**config.mk**
```make
export PLATFORM = sky130hd
export DESIGN_NAME = khist_div
export DESIGN_NICKNAME = d
export VERILOG_FILES = /design/src/design/keyed_histogram_accumulator_macros.svh /design/src/design/khist_pkg.sv /design/src/design/khist_div.sv
export SDC_FILE = /design/constraint.sdc
export NUM_CORES = 1
export LEC_CHECK = 0
export ABC_AREA = 0
export ABC_CLOCK_PERIOD_IN_PS = 2900
export BUFFER_PORTS_ARGS = -buffer_cell sky130_fd_sc_hd__buf_2
export CAP_MARGIN = 20
export CORE_UTILIZATION = 55
export CTS_CLUSTER_SIZE = 28
export DETAILED_ROUTE_END_ITERATION = 7
export GPL_ROUTABILITY_DRIVEN = 0
export PLACE_DENSITY = 0.79
export SLEW_MARGIN = 20
export SYNTH_ARGS = -nofsm -noshare
export SYNTH_HDL_FRONTEND = slang
export SYNTH_SLANG_ARGS = --single-unit
```
**constraint.sdc**
```tcl
create_clock -name clock -period 2.9 [get_ports clock]
set_clock_uncertainty 0.15 [all_clocks]
set_input_delay 0.58 -clock clock [delete_from_list [all_inputs] [get_ports clock]]
set_output_delay 0.58 -clock clock [all_outputs]
set_load 0.005 [all_outputs]
```
**src/design/keyed_histogram_accumulator_macros.svh**
```systemverilog
// Assertion macros shared by the keyed histogram accumulator RTL.
// Depends on nothing; users must have signals named clock and reset in scope.
`ifndef KEYED_HISTOGRAM_ACCUMULATOR_MACROS_SVH
`define KEYED_HISTOGRAM_ACCUMULATOR_MACROS_SVH

// The consequent must hold in the same cycle as the antecedent.
`define KHA_ASSERT_HOLDS(label, ante, cons, msg) \
   label: assert property (@(posedge clock) disable iff (reset) (ante) |-> (cons)) \
      else $error(msg);

// The consequent must hold in the cycle after the antecedent.
`define KHA_ASSERT_NEXT(label, ante, cons, msg) \
   label: assert property (@(posedge clock) disable iff (reset) (ante) |=> (cons)) \
      else $error(msg);

`endif

```
**src/design/khist_pkg.sv**
```systemverilog
// Shared constants, codes and types of the keyed histogram accumulator.
// Depends on nothing; khist_div, the top level and the testbench import it.
package khist_pkg;

   localparam int TABLE_ENTRIES = 16;
   localparam int BIN_COUNT     = 10;
   localparam int ENTRY_W       = $clog2(TABLE_ENTRIES);
   localparam int BIN_W         = 4;
   localparam int BIN_SLOTS     = TABLE_ENTRIES * BIN_COUNT;
   localparam int BIN_ADDR_W    = $clog2(BIN_SLOTS);
   localparam int KEY_W         = 32;
   localparam int VALUE_W       = 24;
   localparam int COUNT_W       = 32;
   localparam int SUM_W         = 48;
   localparam int WIDTH_W       = 16;
   localparam int QUO_W         = 16;
   localparam int DIV_CNT_W     = $clog2(QUO_W);
   localparam int OP_W          = 3;
   localparam int STATUS_W      = 2;

   localparam logic [WIDTH_W-1:0] WIDTH_RESET = 16'd200;
   localparam logic [VALUE_W-1:0] ONE_Q8      = 24'd256;

   typedef enum logic [OP_W-1:0] {
      OP_HIST_ADD = 3'd0,
      OP_SUM_ADD  = 3'd1,
      OP_READ_BIN = 3'd2,
      OP_READ_SUM = 3'd3,
      OP_CLEAR    = 3'd4
   } opcode_type;

   typedef enum logic [STATUS_W-1:0] {
      STAT_OK        = 2'd0,
      STAT_NOT_FOUND = 2'd1,
      STAT_FULL      = 2'd2,
      STAT_BAD_BIN   = 2'd3
   } status_type;

   typedef enum logic [3:0] {
      S_IDLE,
      S_SEARCH,
      S_DECIDE,
      S_ROW_CLEAR,
      S_DIV_WAIT,
      S_BIN_READ,
      S_BIN_UPDATE,
      S_SUM_READ,
      S_SUM_UPDATE,
      S_RESPOND
   } state_type;

   typedef struct packed {
      logic               start;
      logic [QUO_W-1:0]   dividend;
      logic [WIDTH_W-1:0] divisor;
   } div_req_type;

   typedef struct packed {
      logic             done;
      logic [QUO_W-1:0] quotient;
   } div_rsp_type;

endpackage

```
**src/design/khist_div.sv**
```systemverilog
// Restoring divider that produces one quotient bit per cycle.
// Depends on khist_pkg for widths and the request and response structs.
module khist_div import khist_pkg::*; (
   input  logic        clock,
   input  logic        reset,
   input  div_req_type div_req,
   output div_rsp_type div_rsp
);

   logic                 busy_ff, busy_in;
   logic                 done_ff, done_in;
   logic [DIV_CNT_W-1:0] step_ff, step_in;
   logic [WIDTH_W-1:0]   divisor_ff, divisor_in;
   logic [WIDTH_W-1:0]   rem_ff, rem_in;
   logic [QUO_W-1:0]     quo_ff, quo_in;
   logic [WIDTH_W:0]     rem_shift;
   logic                 fits;

   always_comb begin
      rem_shift  = {rem_ff, quo_ff[QUO_W-1]};
      fits       = rem_shift >= {1'b0, divisor_ff};
      busy_in    = busy_ff;
      done_in    = done_ff;
      step_in    = step_ff;
      divisor_in = divisor_ff;
      rem_in     = rem_ff;
      quo_in     = quo_ff;
      if (div_req.start) begin
         busy_in    = 1'b1;
         done_in    = 1'b0;
         step_in    = '0;
         divisor_in = div_req.divisor;
         rem_in     = '0;
         quo_in     = div_req.dividend;
      end else if (busy_ff) begin
         rem_in  = fits ? WIDTH_W'(rem_shift - {1'b0, divisor_ff}) : rem_shift[WIDTH_W-1:0];
         quo_in  = {quo_ff[QUO_W-2:0], fits};
         step_in = step_ff + 1'b1;
         if (step_ff == DIV_CNT_W'(QUO_W - 1)) begin
            busy_in = 1'b0;
            done_in = 1'b1;
         end
      end
   end

   always_ff @(posedge clock) begin
      if (reset) begin
         busy_ff <= 1'b0;
         done_ff <= 1'b0;
         step_ff <= '0;
      end else begin
         busy_ff <= busy_in;
         done_ff <= done_in;
         step_ff <= step_in;
      end
   end

   always_ff @(posedge clock) begin
      divisor_ff <= divisor_in;
      rem_ff     <= rem_in;
      quo_ff     <= quo_in;
   end

   assign div_rsp.done     = done_ff;
   assign div_rsp.quotient = quo_ff;

endmodule

```
==> out/qor.txt, run 1 <==
outcome - complete, no violations
Worst Setup SP - divisor_ff[7]
Die W - 77.48 um
Crit. End Element - flop
reg2reg setup slack - 0.10 ns
area fraction of the dominant cell type after synthesis - 30.67%
most common cell in the netlist - edfxtp_1
hold_buf cts - 0
vias in the first global route - 2384
Die ar. - 6002 um2
Reg2Reg Capture Point - rem_ff[14]
initial antenna violation count - 0
Final Util - 65.35%
post-synthesis cell area - 3133 um2
Finished Layout Cells - 440
floorplan die height - 77.48 um
Final Hold Fails - 0
final setup fails - 0
CP Launch Type - flop
worst-path fanout max - 8
maximum root-to-sink buffer count - 2
gr ovfl total - 0
PortBufs - 51
post-layout min period - 2.799 ns
Filler Cells Inserted - 463
Pwr Density - 510.7 nW/um2
top post-synthesis cells by area - edfxtp_1 31%, dfxtp_1 14%, ha_1 6.8%
Post-synth top cells - 32 x edfxtp_1, 27 x nor2_1, 23 x inv_1, 22 x dfxtp_1, 20 x a21oi_1
total routing usage reported by global routing - 22.74%
Core ar. - 5507 um2
final period utilization - 96.52%
Wirelength per Cell - 15.02 um
Pleak - 0.001502 uW
P&R area growth vs syn - 14.86%
total CTS buffers - 5
Starting Density - 56.90%
I/O Pins - 52
TritonCTS Sinks - 54
Post-Syn Nets - 363
Synth area leader - edfxtp_1
Yosys reg bits - 54
measured slew at the worst slew-check pin - 0.6889 ns
WP data arrival - 2.85 ns
first-pass GRT wire length - 10.71 mm
router iterations before antenna repair - 4
Reg2Reg Depth - 9
vias - 2501
library cells used by synthesis - 55
Worst EP required - 2.95 ns
maximum clock rate - 0.3573 GHz
crit path to - rem_ff[14]
Total Wirelength - 6.610 mm
CTS tree - built
share of layout cells above drive strength 1 - 25.27%
vias per cell - 5.684
clk_lat worst skew - 0.31 ns
Seq/Total Area, Yosys - 44.73%
HPWL Detailed - 4.806 mm
post-route ant nets - 0
CP Class - reg2reg
ys flop type - edfxtp_1
YS warnings - 0
asr flop ratio synth - 0%
# DRC - 0
Multi-input gate area - 1560 um2
Max IR drop VDD - 256.4 uV
Avg Inst Size Synth - 10.11 um2
Max Cap Violations - 0
final max-slew violation count - 0
Worst-path clk slew - 0.10 ns
Cell Rows - 27
H-tree depth - 2
First DRT Iteration DRCs - 186
worst hold path class - in2reg
register area - 1401 um2
dpl cells - 429
number of flops mapped to enable cells by yosys - 32
r2r startpoint - divisor_ff[7]
synthesized netlist cell count - 310
root buffer cell - clkbuf_8
relative max-transition margin - 53.96%
NumNets Final - 420
largest net degree at the start of global routing - 56
ANT cells - 0
==> cell families after synthesis <==
logic type	count (synthesis)	share of synthesized area (%)
AO/OA/AOI/OAI	78	17.33
XOR/XNOR	10	2.795
adder cells (fa/ha/maj)	18	7.428
buffers and inverters	40	5.471
flip-flops	54	44.73
multiplexers	24	8.347
AND/OR/NAND/NOR	86	13.90
==> area by class of cell <==
class / instances / area share, %
clock buffers: 5 / 1.912
clock inverters: 3 / 0.5563
inverters: 24 / 2.503
multi-input cells: 216 / 43.36
flip-flops and latches: 54 / 38.94
well taps: 72 / 2.503
repair buffers: 66 / 10.22
==> routing by layer <==
layer | vias to the layer above | part of all wire [%] | GRT usage [%]
met1 | 1159 | 45 | 29.58
met2 | 70 | 48 | 37.61
met3 | 9 | 5.0 | 4.706
li1 | 1263 | - | -
met5 | - | 0 | 0
met4 | 0 | 1.4 | 7.547
==> registers in the layout, summed over array words and instances (netlist names) <==
name / flops
divisor_ff: 16
quo_ff: 16
rem_ff: 16
step_ff: 4
busy_ff: 1
done_ff: 1
==> worst max-delay path, stage by stage (launching register included) <==
cell and delay (ns):
edfxtp_1 0.34, inv_1 0.04, ha_1 0.38, nand4_1 0.21, or4_1 0.56, and4_4 0.17
a31oi_4 0.26, buf_4 0.19, nor3_1 0.05, a311o_1 0.33
==> cells in the final DEF, fill, tap and decap left out, types with 5 or more instances in the layout <==
cell type  count
buf_2         51
edfxtp_1      32
nor2_1        27
inv_1         23
dfxtp_1       22
a21oi_1       20
mux2_2        17
ha_1          17
buf_4         15
nand2_1       13
nand2b_1      10
nor3_1        10
o21ai_0        9
nand3_1        9
a211oi_1       9
mux2i_1        7
xnor2_1        6
a311oi_1       5
clkbuf_8       5
==> power by group <==
group          switching [uW]  total (uW)  internal [uW]
combinational             267         492            225
sequential               31.5         914            882
clock                     262         433            171
total                     560        1840           1280
==> how the worst min path moves through the flow <==
| stage | startpoint | endpoint | slack [ns] | cells after the start |
|---|---|---|---|---|
| 3_3_place_gp | rem_ff[15] | rem_ff[15] | 0.33 | 2 |
| 2_1_floorplan | rem_ff[15] | rem_ff[15] | 0.31 | 2 |
| 6_report | div_req[2] | divisor_ff[2] | 0.28 | 1 |
| 3_5_place_dp | rem_ff[15] | rem_ff[15] | 0.33 | 2 |
| 5_1_grt | div_req[8] | divisor_ff[8] | 0.27 | 1 |
| 4_1_cts | div_req[1] | divisor_ff[1] | 0.28 | 1 |
==> per-stage QoR <==
step / worst slack, ns / instance area (um2) / power [uW] / hold slack, ns / TNS, ns
detailed placement: 0.1060 / 3487 / 1410 / 0.3296 / 0
global placement: 0.1839 / 3487 / 1392 / 0.3281 / 0
finish: 0.1008 / 3598 / 1838 / 0.2838 / 0
floorplan: 0.3380 / 3133 / 1264 / 0.3116 / 0
global route: -0.05293 / 3598 / 1929 / 0.2717 / -0.2780
CTS: 0.06123 / 3576 / 1838 / 0.2774 / 0
==> what timing repair did <==
item | in CTS | in global routing
buffers inserted | 0 | 3
endpoints found under the setup margin | 0 | 11
resized for setup | 0 | 0
(Power assumes the default switching activity.)
==> inputs of run 2 (changes only) <==
CORE_UTILIZATION = 56   (was 55)
PLACE_DENSITY = 0.8   (was 0.79)
==> run 2 against run 1 <==
Wire length decreased by 0.95%. Flip-flop and latch count unchanged. Combinational power shrank 3%. Critical path type unchanged. Die area shrank 1.7%. First-iteration DRC count shrank 1.6%. Register-to-register slack gained 0.06 ns. Cell count shrank 1.8%. Highest routed layer unchanged. Count of clock-buffer cells in the layout did not move.
==> out/qor.txt, run 2 (synthesis results as in run 1) <==
outcome - complete, no violations
Die ar. - 5897 um2
final period utilization - 94.29%
worst hold path class - in2reg
total CTS buffers - 5
final max-slew violation count - 0
clk_lat worst skew - 0.32 ns
total routing usage reported by global routing - 22.90%
biggest regs - divisor_ff (16), quo_ff (16), rem_ff (16)
measured slew at the worst slew-check pin - 0.6847 ns
NumNets Final - 414
post-layout min period - 2.735 ns
Pwr Density - 514.4 nW/um2
CP Launch Type - flop
relative max-transition margin - 54.24%
router iterations before antenna repair - 5
Post-Route Setup TNS - 0 ns
maximum root-to-sink buffer count - 2
H-tree depth - 2
Max Cap Violations - 0
largest net degree at the start of global routing - 56
share of layout cells above drive strength 1 - 24.31%
# DRC - 0
CTS tree - built
HPWL Detailed - 4.735 mm
Starting Density - 59.82%
unrepaired setup endpoints after global routing - no
post-route ant nets - 0
commonest non-fill, non-tap cell in the layout - buf_2
First DRT Iteration DRCs - 183
initial antenna violation count - 0
Total Wirelength - 6.547 mm
P&R area growth vs syn - 13.58%
Max IR drop VDD - 329.0 uV
Placed Area - 3462 um2
worst-path fanout max - 9
gr ovfl total - 0
Filler Cells Inserted - 415
Wirelength per Cell - 15.16 um
CP Class - reg2reg
Final Hold Fails - 0
vias - 2557
floorplan die height - 76.80 um
PortBufs - 51
Core ar. - 5238 um2
vias per cell - 5.919
vias in the first global route - 2467
ANT cells - 0
Worst-path clk slew - 0.11 ns
I/O Pins - 52
first-pass GRT wire length - 10.79 mm
commonest cells after routing, fill and taps aside - 51 x buf_2, 32 x edfxtp_1, 27 x nor2_1
TritonCTS Sinks - 54
Post-CTS Setup Repair Bufs - 0
Crit. End Element - flop
maximum clock rate - 0.3657 GHz
Cell Rows - 26
Worst EP required - 2.97 ns
WP data arrival - 2.80 ns
root buffer cell - clkbuf_8
Final Util - 67.94%
Final Cell Area - 3558 um2
Die W - 76.80 um
final setup fails - 0
Pleak - 0.001473 uW
reg2reg setup slack - 0.17 ns
-- run 2: cell count changes in the layout (fill, tap and decap cells not counted) --
cell and delta:
clkinv_1 -1, buf_4 -7, buf_6 +1, clkinvlp_4 +1
-- run 2: metal layers --
layer / wire length [um] / part of all wire [%] / vias to the layer above / track usage [%]
li1: - / - / 1251 / -
met1: 3016 / 46 / 1221 / 29.87
met2: 3105 / 47 / 78 / 37.95
met3: 350 / 5.3 / 7 / 4.167
met4: 74 / 1.1 / 0 / 8.077
met5: 0 / 0 / - / 0
-- run 2: what timing repair did --
item,in CTS,in global routing
resized for setup,0,1
hold buffers,0,0
setup endpoints to repair,0,3
-- run 2: area by class of cell --
cell class	instances	area, um2	share of cell area [%]
multi-input combinational	216	1560	43.85
clock buffer	5	68.82	1.934
timing repair buffer	60	326.6	9.177
tap	70	87.58	2.461
sequential	54	1401	39.38
clock inverter	3	23.77	0.6681
inverter	24	90.09	2.532
-- run 2: worst max-delay path: stages (launching register included) --
cell      delay, ns
edfxtp_1       0.34
inv_1          0.04
ha_1           0.42
nand4_1        0.15
or4_1          0.51
and4_4         0.17
a31oi_4        0.25
buf_4          0.20
nor4_1         0.06
a311o_1        0.35
-- run 2: stage by stage --
stage	setup slack [ns]	std cells	power, uW	hold WS, ns
3_5_place_dp	0.1623	424	1401	0.3410
4_1_cts	0.1385	432	1830	0.2724
6_report	0.1655	432	1830	0.2723
3_3_place_gp	0.2547	424	1385	0.3246
5_1_grt	0.005964	432	1925	0.2621
2_1_floorplan	0.3380	310	1264	0.3116
-- run 2: path summary, 6_finish.rpt --
path,startpoint,endpoint,cells past startpoint
max reg2reg,divisor_ff[10],rem_ff[1],9
min reg2reg,rem_ff[15],rem_ff[15],2
min,div_req[1],divisor_ff[1],1
max,divisor_ff[10],rem_ff[1],9
-- run 2: power breakdown --
group          total [uW]  leakage (uW)  switching [uW]  internal, uW
combinational         479      0.000934             263           216
sequential            914      0.000498            31.5           882
clock                 437     0.0000408             264           173
