--- config.mk ---
export PLATFORM = sky130hd
export DESIGN_NAME = khist_ram
export DESIGN_NICKNAME = d
export VERILOG_FILES = /design/src/design/keyed_histogram_accumulator_macros.svh /design/src/design/khist_ram.sv
export SDC_FILE = /design/constraint.sdc
export NUM_CORES = 1
export LEC_CHECK = 0
export ABC_AREA = 0
export BUFFER_PORTS_ARGS = -buffer_cell sky130_fd_sc_hd__buf_2
export CORE_ASPECT_RATIO = 0.9
export CORE_UTILIZATION = 60
export CTS_CLUSTER_SIZE = 25
export DETAILED_ROUTE_END_ITERATION = 10
export PLACE_DENSITY = 0.78
export SYNTH_ARGS = -nofsm -noshare
export SYNTH_HDL_FRONTEND = slang
export SYNTH_SLANG_ARGS = --single-unit
--- constraint.sdc ---
create_clock -name clock -period 6.7 [get_ports clock]
set_clock_uncertainty 0.1 [all_clocks]
set_input_delay 0.67 -clock clock [delete_from_list [all_inputs] [get_ports clock]]
set_output_delay 0.67 -clock clock [all_outputs]
set_load 0.02 [all_outputs]
--- src/design/keyed_histogram_accumulator_macros.svh ---
// Assertion macros shared by the keyed histogram accumulator RTL.
// Depends on nothing; users must have signals named clock and reset in scope.
`ifndef KEYED_HISTOGRAM_ACCUMULATOR_MACROS_SVH
`define KEYED_HISTOGRAM_ACCUMULATOR_MACROS_SVH

// The consequent must hold in the same cycle as the antecedent.
`define KHA_ASSERT_HOLDS(label, ante, cons, msg) \
   label: assert property (@(posedge clock) disable iff (reset) (ante) |-> (cons)) \
      else $error(msg);

// The consequent must hold in the cycle after the antecedent.
`define KHA_ASSERT_NEXT(label, ante, cons, msg) \
   label: assert property (@(posedge clock) disable iff (reset) (ante) |=> (cons)) \
      else $error(msg);

`endif

--- src/design/khist_ram.sv ---
// Generic single-write, single-read memory with a registered read port.
// Depends on nothing.
module khist_ram #(
   parameter int  WIDTH  = 32,
   parameter int  DEPTH  = 16,
   localparam int ADDR_W = (DEPTH > 1) ? $clog2(DEPTH) : 1
) (
   input  logic              clock,
   input  logic              wr_en,
   input  logic [ADDR_W-1:0] wr_addr,
   input  logic [WIDTH-1:0]  wr_data,
   input  logic [ADDR_W-1:0] rd_addr,
   output logic [WIDTH-1:0]  rd_data
);

   logic [WIDTH-1:0] mem_ff [DEPTH];
   logic [WIDTH-1:0] rd_data_ff;

   always_ff @(posedge clock) begin
      if (wr_en) begin
         mem_ff[wr_addr] <= wr_data;
      end
      rd_data_ff <= mem_ff[rd_addr];
   end

   assign rd_data = rd_data_ff;

endmodule

==> impl_metrics.toml, run 1 <==
[global_routing]
grt_usage_pct = 26.0
antenna_found_initial = 2
overflow = 0
grt_pass1_wl_um = 62400
grt_start_max_net_pins = 60
grt_pass1_vias = 9588

[power]
ir_worst_vdd_mv = 0.210
p_per_area_nw_per_um2 = 317
p_leak_uw = 0.00731

[place]
hpwl_um = 20500
gp_congestion = 0.731
place_ws_ns = 3.45
numPortBuffers = 73

[yosys]
netlist_area_um2 = 19900
synth_warnings = 0
synth_cell_type_count = 18
seq_area_frac_synth_pct = 80.7
avgSynthCellArea_um2 = 23.7
ys_ff_latch = 544
syn-num-nets = 880
synthCells = 838

[sta]
hold_viol = 0
report.final.setup_viol = 0
setup_tns_ns = 0
rsz0062_at_grt = "false"
max-slew-margin-rel_pct = 27.0
fin_crit_sh_pct = 39.9
slew_viol_final = 0
max_slew.worst_pin.slew_ns = 1.10
worst_slack_ns = 4.03
max_freq_ghz = 0.374
min_period_ns = 2.67

[clock_tree]
cts_made_buffers = 51
clock-sinks = 544
clk_pin_slew_ns = 0.06
post_cts_buffers = 0
hold_buffers = 0
cts_max_level = 2
clk_path_buf_depth = 3
cts_root_buffer = "clkbuf_16"
worstSkewPairLatency_ns = 0.57
post_cts_resized = 0
cts_tree = "done"

[setup_path]
ff2ff_path_depth = 3
endpoint_kind = "flip-flop"
worstPathRequired_ns = 7.05
path_cells = "clkbuf_8 -> buf_4 -> mux4_2 -> a22oi_1 -> nand2_1"
critPathArrivalTime_ns = 3.02
crit_buf_inv = 2
crit_type = "input port to flip-flop"
startpoint_type = "input port"
cp_top_family = "buffers and inverters"
cpMaxStageDelayCell = "buf_4"
crit_fanout = 59
slowest_delay_ns = 0.68
crit_cells = 5

[floorplan]
die_w_um = 194
die_area_um2 = 33800
initial_core_util_pct = 61.5
pin_count = 74
row_count = 62
core_um2 = 32300
die_y_um = 175

[finish]
mostFrequentLayoutCell = "edfxtp_1"
utilization_pct = 70.0
drive_above_1_share_pct = 32.5
fin_nets = 987
final_cell_mix = "edfxtp_1 (512), mux4_2 (128), buf_2 (71), a22oi_1 (64), clkbuf_16 (53)"
area_growth_syn_to_layout_pct = 13.8

[detailed_routing]
drc = 0
vias = 9311
drt_iter0_drc = 1021
drtAntennaViolNets = 0
firstDrtPassIters = 5
via_per_inst = 6.63
wl_um = 42600
wl_per_cell_um = 30.4

[status]
status = "finished clean"

[min_path]
whs_path_depth = 1
hold_class = "input port to flip-flop"

[job]
drv_cap = 0
final timing paths:
check / slack (ns) / startpoint / end
worst max-delay path: 4.03 / rd_addr[0] / rd_data[31]
worst min-delay path: 0.38 / wr_data[27] / mem_ff[12][27]
worst max register to register: 5.16 / mem_ff[2][31] / rd_data[31]
worst min register to register: 0.57 / mem_ff[7][28] / rd_data[28]
cells in the mapped netlist:
cell type	n	share of area, %
and2_1	1	0.032
nor2b_1	2	0.063
nand3b_1	2	0.076
buf_1	9	0.17
nor3_1	4	0.10
clkbuf_1	17	0.32
nor2_1	13	0.25
nand2b_1	2	0.063
mux4_2	128	15
buf_6	2	0.11
dfxtp_1	32	3.2
nand3_1	1	0.025
edfxtp_1	512	77
buf_2	4	0.10
nand2_1	33	0.62
or3b_2	1	0.044
a22oi_1	64	2.4
buf_4	11	0.42
metal layers:
metal / share of wire, % / wire length, um / vias to the layer above / track usage, %
met5: 0.026 / 11 / - / 0
met4: 2.5 / 1060 / 2 / 8.77
met3: 10 / 4260 / 90 / 5.04
met2: 48 / 20400 / 531 / 40.3
met1: 40 / 16900 / 4904 / 38.0
li1: - / - / 3784 / -
sequential cells by signal, summed over array words and instances, names as in the netlist:
| name | flops |
|---|---|
| rd_data | 32 |
| mem_ff | 512 |
stage by stage:
| step | cell area (um^2) | hold WS (ns) | cells | total power (uW) |
|---|---|---|---|---|
| floorplan | 19900 | 0.535 | 838 | 4100 |
| global placement | 20800 | 0.545 | 1308 | 4240 |
| detailed placement | 20800 | 0.556 | 1308 | 4250 |
| CTS | 22600 | 0.358 | 1403 | 7190 |
| global route | 22600 | 0.365 | 1404 | 7340 |
| finish | 22600 | 0.376 | 1404 | 7160 |
power by group:
group	internal [uW]	switching [uW]	total [uW]
registers	3800	26.7	3830
logic	133	218	351
clock network	1780	1190	2970
total	5720	1430	7160
cell families (layout without fill, tap and decap cells):
family | count (synthesis) | in the layout | share of synthesized area (%)
AO/OA/AOI/OAI | 64 | 64 | 2.42
AND/OR/NAND/NOR | 59 | 59 | 1.27
other | 0 | 1 | 0
flip-flops | 544 | 544 | 80.7
multiplexers | 128 | 128 | 14.5
buffers and inverters | 43 | 192 | 1.12
layout make-up:
cell class | instances | area [um^2]
sequential | 544 | 16000
fill | 1873 | 9690
multi-input combinational | 251 | 3750
clock buffer | 67 | 1410
timing repair buffer | 97 | 557
tap | 416 | 520
clock inverter | 28 | 332
antenna | 1 | 2.50
worst register-to-register path, cell delays in order, from the launching register on:
cell	delay (ns)
edfxtp_1	0.42
mux4_2	0.52
a22oi_1	0.28
nand2_1	0.10
Note: power is estimated with default switching activity, not from simulation.
==> inputs of run 2 (changes only) <==
--- a/config.mk
+++ b/config.mk
@@ -5,13 +5,13 @@
 export SDC_FILE = /design/constraint.sdc
 export NUM_CORES = 1
 export LEC_CHECK = 0
-export ABC_AREA = 0
+export ABC_AREA = 1
 export BUFFER_PORTS_ARGS = -buffer_cell sky130_fd_sc_hd__buf_2
 export CORE_ASPECT_RATIO = 0.9
-export CORE_UTILIZATION = 60
+export CORE_UTILIZATION = 56
 export CTS_CLUSTER_SIZE = 25
 export DETAILED_ROUTE_END_ITERATION = 10
-export PLACE_DENSITY = 0.78
+export PLACE_DENSITY = 0.76
 export SYNTH_ARGS = -nofsm -noshare
 export SYNTH_HDL_FRONTEND = slang
 export SYNTH_SLANG_ARGS = --single-unit
==> constraint.sdc (replaced) <==
create_clock -name clock -period 2.3 [get_ports clock]
set_clock_uncertainty 0.1 [all_clocks]
set_input_delay 0.23 -clock clock [delete_from_list [all_inputs] [get_ports clock]]
set_output_delay 0.23 -clock clock [all_outputs]
set_load 0.02 [all_outputs]
==> impl_metrics.toml, run 2 <==
[setup_path]
endpoint_kind = "primary output"
path_cells = "buf_2"
cpMaxStageDelayCell = "dfxtp_1"
ff2ff_path_depth = 6
r2r-end = "rd_data[12]"
startpoint_type = "flip-flop"
critPathArrivalTime_ns = 1.12
cp_top_family = "flip-flops"
crit_fanout = 1
worstPathRequired_ns = 1.97
slowest_delay_ns = 0.37
crit_type = "flip-flop to primary output"
reg2reg_from = "mem_ff[9][12]"
crit_end = "rd_data[11]"
cp-startpoint = "rd_data[11]"
crit_cells = 1
reg2reg_slack_ns = 1.15
crit_buf_inv = 1

[status]
status = "finished clean"

[floorplan]
die_w_um = 214
row_count = 69
die_y_um = 193
core_um2 = 39700
die_area_um2 = 41400
pin_count = 74
initial_core_util_pct = 57.2

[yosys]
ys_ff_latch = 544
yosysTopAreaCell = "edfxtp_1"
synth-edff-count = 512
syn-num-nets = 2162
avgSynthCellArea_um2 = 10.7
netlist_area_um2 = 22700
ys_top_cells_by_count = "nand2_1 (677), edfxtp_1 (512), inv_1 (388), nand3_1 (385), buf_2 (41)"
synth_top_flop_cell = "edfxtp_1"
synth.top_cells.by_area = "edfxtp_1 (68%), nand2_1 (11%), nand3_1 (8.5%)"
synth_top_area_share_pct = 67.6
synth_cell_type_count = 15
seq_area_frac_synth_pct = 70.5
synth-async-reset-ratio_pct = 0
yosysMostFrequentCell = "nand2_1"
synth_warnings = 0
synthCells = 2120

[detailed_routing]
drtAntennaViolNets = 0
wl_per_cell_um = 18.3
drc = 0
wl_um = 51300
via_per_inst = 5.37
drt_iter0_drc = 1431
vias = 15000
firstDrtPassIters = 6

[place]
place_ws_ns = 0.529
numPortBuffers = 73
gp_congestion = 0.780
hpwl_um = 27600

[global_routing]
grt_usage_pct = 25.0
grt_pass1_wl_um = 79500
antenna_found_initial = 0
grt_start_max_net_pins = 129
grt_pass1_vias = 14500
overflow = 0

[clock_tree]
clk_path_buf_depth = 3
cts_root_buffer = "clkbuf_16"
cts_max_level = 2
post_cts_buffers = 0
clock-sinks = 544
clk_pin_slew_ns = 0.06
post_cts_resized = 0
worstSkewPairLatency_ns = 0.57
cts_made_buffers = 52
cts_tree = "done"

[power]
p_per_area_nw_per_um2 = 835
ir_worst_vdd_mv = 0.582
p_leak_uw = 0.0111

[sta]
rsz0062_at_grt = "false"
max_slew.worst_pin.slew_ns = 0.719
max-slew-margin-rel_pct = 52.1
hold_viol = 0
slew_viol_final = 0
report.final.setup_viol = 0
setup_tns_ns = 0
worst_slack_ns = 0.855
max_freq_ghz = 0.692
fin_crit_sh_pct = 62.8
min_period_ns = 1.45

[finish]
mostFrequentLayoutCell = "nand2_1"
regMostFlops = "mem_ff"
final_cell_mix = "nand2_1 (677), edfxtp_1 (512), inv_1 (386), nand3_1 (385), buf_2 (71)"
area_growth_syn_to_layout_pct = 14.1
drive_above_1_share_pct = 9.77
final.fill_count = 2851
fin_nets = 2263
n_antenna_cell = 0
largest_reg_flops = 512

[job]
drv_cap = 0

[min_path]
hold_class = "input port to flip-flop"
[run 2: cell types whose count changed after synthesis, moves of 5 or more]
cell     change
buf_4        -5
inv_1      +388
buf_6       +27
buf_2       +37
buf_1        +5
mux4_2     -128
a22oi_1     -64
nand2_1    +644
nand3_1    +384
[run 2: layout make-up]
cell class              instances  area, um^2  share of cell area, %
well taps                     532         666                   2.57
flip-flops and latches        544       16000                   61.8
multi-input cells            1081        4670                   18.0
inverters                     390        1470                   5.67
clock buffers                  66        1460                   5.61
repair buffers                152        1260                   4.87
clock inverters                30         392                   1.51
[run 2: report_power, final]
| group | internal [uW] | switching, uW | leakage, uW |
|---|---|---|---|
| Combinational | 414 | 973 | 0.00530 |
| Sequential | 11100 | 68.2 | 0.00490 |
| Clock | 5570 | 3540 | 0.000911 |
[run 2: stage by stage]
step	utilization, %	instances	instance area (um^2)	hold WS (ns)	total power (uW)
after floorplan	-	2120	22700	0.229	12200
after global placement	59.8	2667	23800	0.510	12600
after detailed placement	59.8	2667	23800	0.508	12700
after CTS	65.3	2795	25900	0.0670	21700
after global routing	65.3	2795	25900	0.0942	22300
final	65.3	2795	25900	0.0865	21600
[run 2: worst min path at each step]
stage / to / slack, ns / cells past startpoint / start
2_1_floorplan: mem_ff[0][0] / 0.23 / 0 / wr_data[0]
3_3_place_gp: mem_ff[3][7] / 0.51 / 1 / wr_data[7]
3_5_place_dp: mem_ff[3][7] / 0.51 / 1 / wr_data[7]
4_1_cts: rd_data[28] / 0.07 / 4 / rd_addr[3]
5_1_grt: rd_data[28] / 0.09 / 4 / rd_addr[3]
6_report: rd_data[28] / 0.09 / 4 / rd_addr[3]
[run 2: kinds of logic (layout without fill, tap and decap cells)]
| kind of cell | count (synthesis) | in the layout | synth area share (%) |
|---|---|---|---|
| buffers and inverters | 495 | 638 | 9.54 |
| DFF | 544 | 544 | 70.5 |
| and+or+nand+nor | 1081 | 1081 | 20.0 |
[run 2: routing by layer]
layer | track usage (%) | up-vias | wire, um
li1 | - | 7036 | -
met1 | 34.1 | 7243 | 21400
met2 | 42.3 | 655 | 24800
met3 | 3.42 | 89 | 3940
met4 | 7.80 | 0 | 1120
met5 | 0 | - | 0
[run 2: repair_timing]
action,4_1_cts,5_1_grt
hold buffers,32,0
endpoints found under the setup margin,0,0
hold endpoints to repair,512,0
==> inputs of run 3 (changes only) <==
==> constraint.sdc (replaced) <==
create_clock -name clock -period 1.2 [get_ports clock]
set_clock_uncertainty 0.1 [all_clocks]
set_input_delay 0.12 -clock clock [delete_from_list [all_inputs] [get_ports clock]]
set_output_delay 0.12 -clock clock [all_outputs]
set_load 0.02 [all_outputs]
==> impl_metrics.toml, run 3 (synthesis results as in run 2) <==
[global_routing]
grt_usage_pct = 26.5
grt_start_max_net_pins = 49
overflow = 0
grt_pass1_wl_um = 83800
antenna_found_initial = 0
grt_pass1_vias = 15200

[sta]
slew_viol_final = 0
worst_slack_ns = -0.131
report.final.setup_viol = 32
min_period_ns = 1.33
max_slew.worst_pin.slew_ns = 0.393
hold_viol = 0
worst_hold_slack_ns = 0.0192
setup_tns_ns = -2.59
max_freq_ghz = 0.751
max-slew-margin-rel_pct = 73.8
fin_crit_sh_pct = 111
rsz0062_at_grt = "true"

[floorplan]
initial_core_util_pct = 57.2
core_um2 = 39700
die_area_um2 = 41400
die_w_um = 214
die_y_um = 193
pin_count = 74
row_count = 69

[finish]
regMostFlops = "mem_ff"
stdcell_count = 2843
mostFrequentLayoutCell = "nand2_1"
final_cell_mix = "nand2_1 (672), edfxtp_1 (512), inv_1 (385), nand3_1 (375), buf_12 (60)"
area_growth_syn_to_layout_pct = 19.1
fin_nets = 2308
final.fill_count = 2719
n_antenna_cell = 0
drive_above_1_share_pct = 13.7
largest_reg_flops = 512
utilization_pct = 68.2

[detailed_routing]
via_per_inst = 5.38
drt_iter0_drc = 1736
drc = 0
vias = 15300
wl_per_cell_um = 19.0
drtAntennaViolNets = 0
firstDrtPassIters = 9
wl_um = 53900

[setup_path]
slowest_delay_ns = 0.39
endpoint_kind = "primary output"
cp_top_family = "flip-flops"
crit_fanout = 1
crit_type = "flip-flop to primary output"
reg2reg_slack_ns = 0.07
critPathArrivalTime_ns = 1.11
crit_buf_inv = 1
cpMaxStageDelayCell = "dfxtp_4"
worstPathRequired_ns = 0.98
startpoint_type = "flip-flop"
path_cells = "buf_6"

[clock_tree]
post_cts_buffers = 0
worstSkewPairLatency_ns = 0.61
clk_pin_slew_ns = 0.06
cts_max_level = 2
clock-sinks = 544
cts_made_buffers = 53
cts_root_buffer = "clkbuf_16"
cts_tree = "done"
clk_path_buf_depth = 3

[power]
power.share.combinational_pct = 7.6
intPower_uw = 32000
power_uw = 41400
p_leak_uw = 0.0115
power_switching_uw = 9330
swShare_pct = 22.6
clock_power_share_pct = 40.5
p_per_area_nw_per_um2 = 1530
pwr-share-seq_pct = 51.9
ir_worst_vdd_mv = 1.25

[status]
status = "complete, but fails checks"
violations = "setup timing"

[place]
gp_congestion = 0.832
numPortBuffers = 73
hpwl_um = 32700
dpl.cell_count = 2710

[job]
drv_cap = 0

[min_path]
hold_class = "input port to flip-flop"
## run 3: changes by cell type in the layout (fill, tap and decap cells not counted), sizes merged
| cell | previous run | this run |
|---|---|---|
| buf | 119 | 163 |
| clkinv | 20 | 26 |
| clkbuf | 67 | 62 |
| clkinvlp | 1 | 6 |
| bufinv | 10 | 6 |
| dlygate4sd3 | 32 | 33 |
| inv | 389 | 390 |
## run 3: worst paths after layout
check	start	to	cells past startpoint
worst min-delay path	rd_addr[2]	rd_data[18]	6
worst min register to register	mem_ff[6][24]	rd_data[24]	6
worst max-delay path	rd_data[14]	rd_data[14]	1
worst max register to register	mem_ff[14][16]	rd_data[16]	6
## run 3: cell type report
type	count	area [um^2]	share of cell area (%)
sequential	544	16100	59.4
multi-input combinational	1081	4760	17.6
timing repair buffer	196	2330	8.61
inverter	390	1480	5.46
clock buffer	62	1390	5.14
tap	532	666	2.46
clock inverter	38	372	1.37
## run 3: power groups by stage
stage               Sequential (uW)  Combinational (uW)  Clock [uW]
finish                        21500                3160       16700
CTS                           21500                3120       16900
floorplan                     21900                1490           0
global placement              21800                2800           0
global route                  21500                3420       17600
detailed placement            21800                2870           0
## run 3: timing repair
item / in CTS / in global routing
hold endpoints to repair: 540 / 0
resized for setup: 101 / 9
hold buffers: 33 / 0
endpoints found under the setup margin: 32 / 39
## run 3: per-layer routing
layer	wire length [um]	vias up	GRT usage, %
met2	25800	767	43.3
met5	0	-	0
met1	21600	7297	36.2
met3	5460	78	5.08
met4	1040	0	8.54
li1	-	7146	-
## run 3: through the flow
stage	instance area, um^2	setup WS, ns
after global routing	27100	-0.145
after floorplan	22900	-0.357
after global placement	24700	-0.271
after detailed placement	24700	-0.264
final	27100	-0.131
after CTS	27000	-0.146
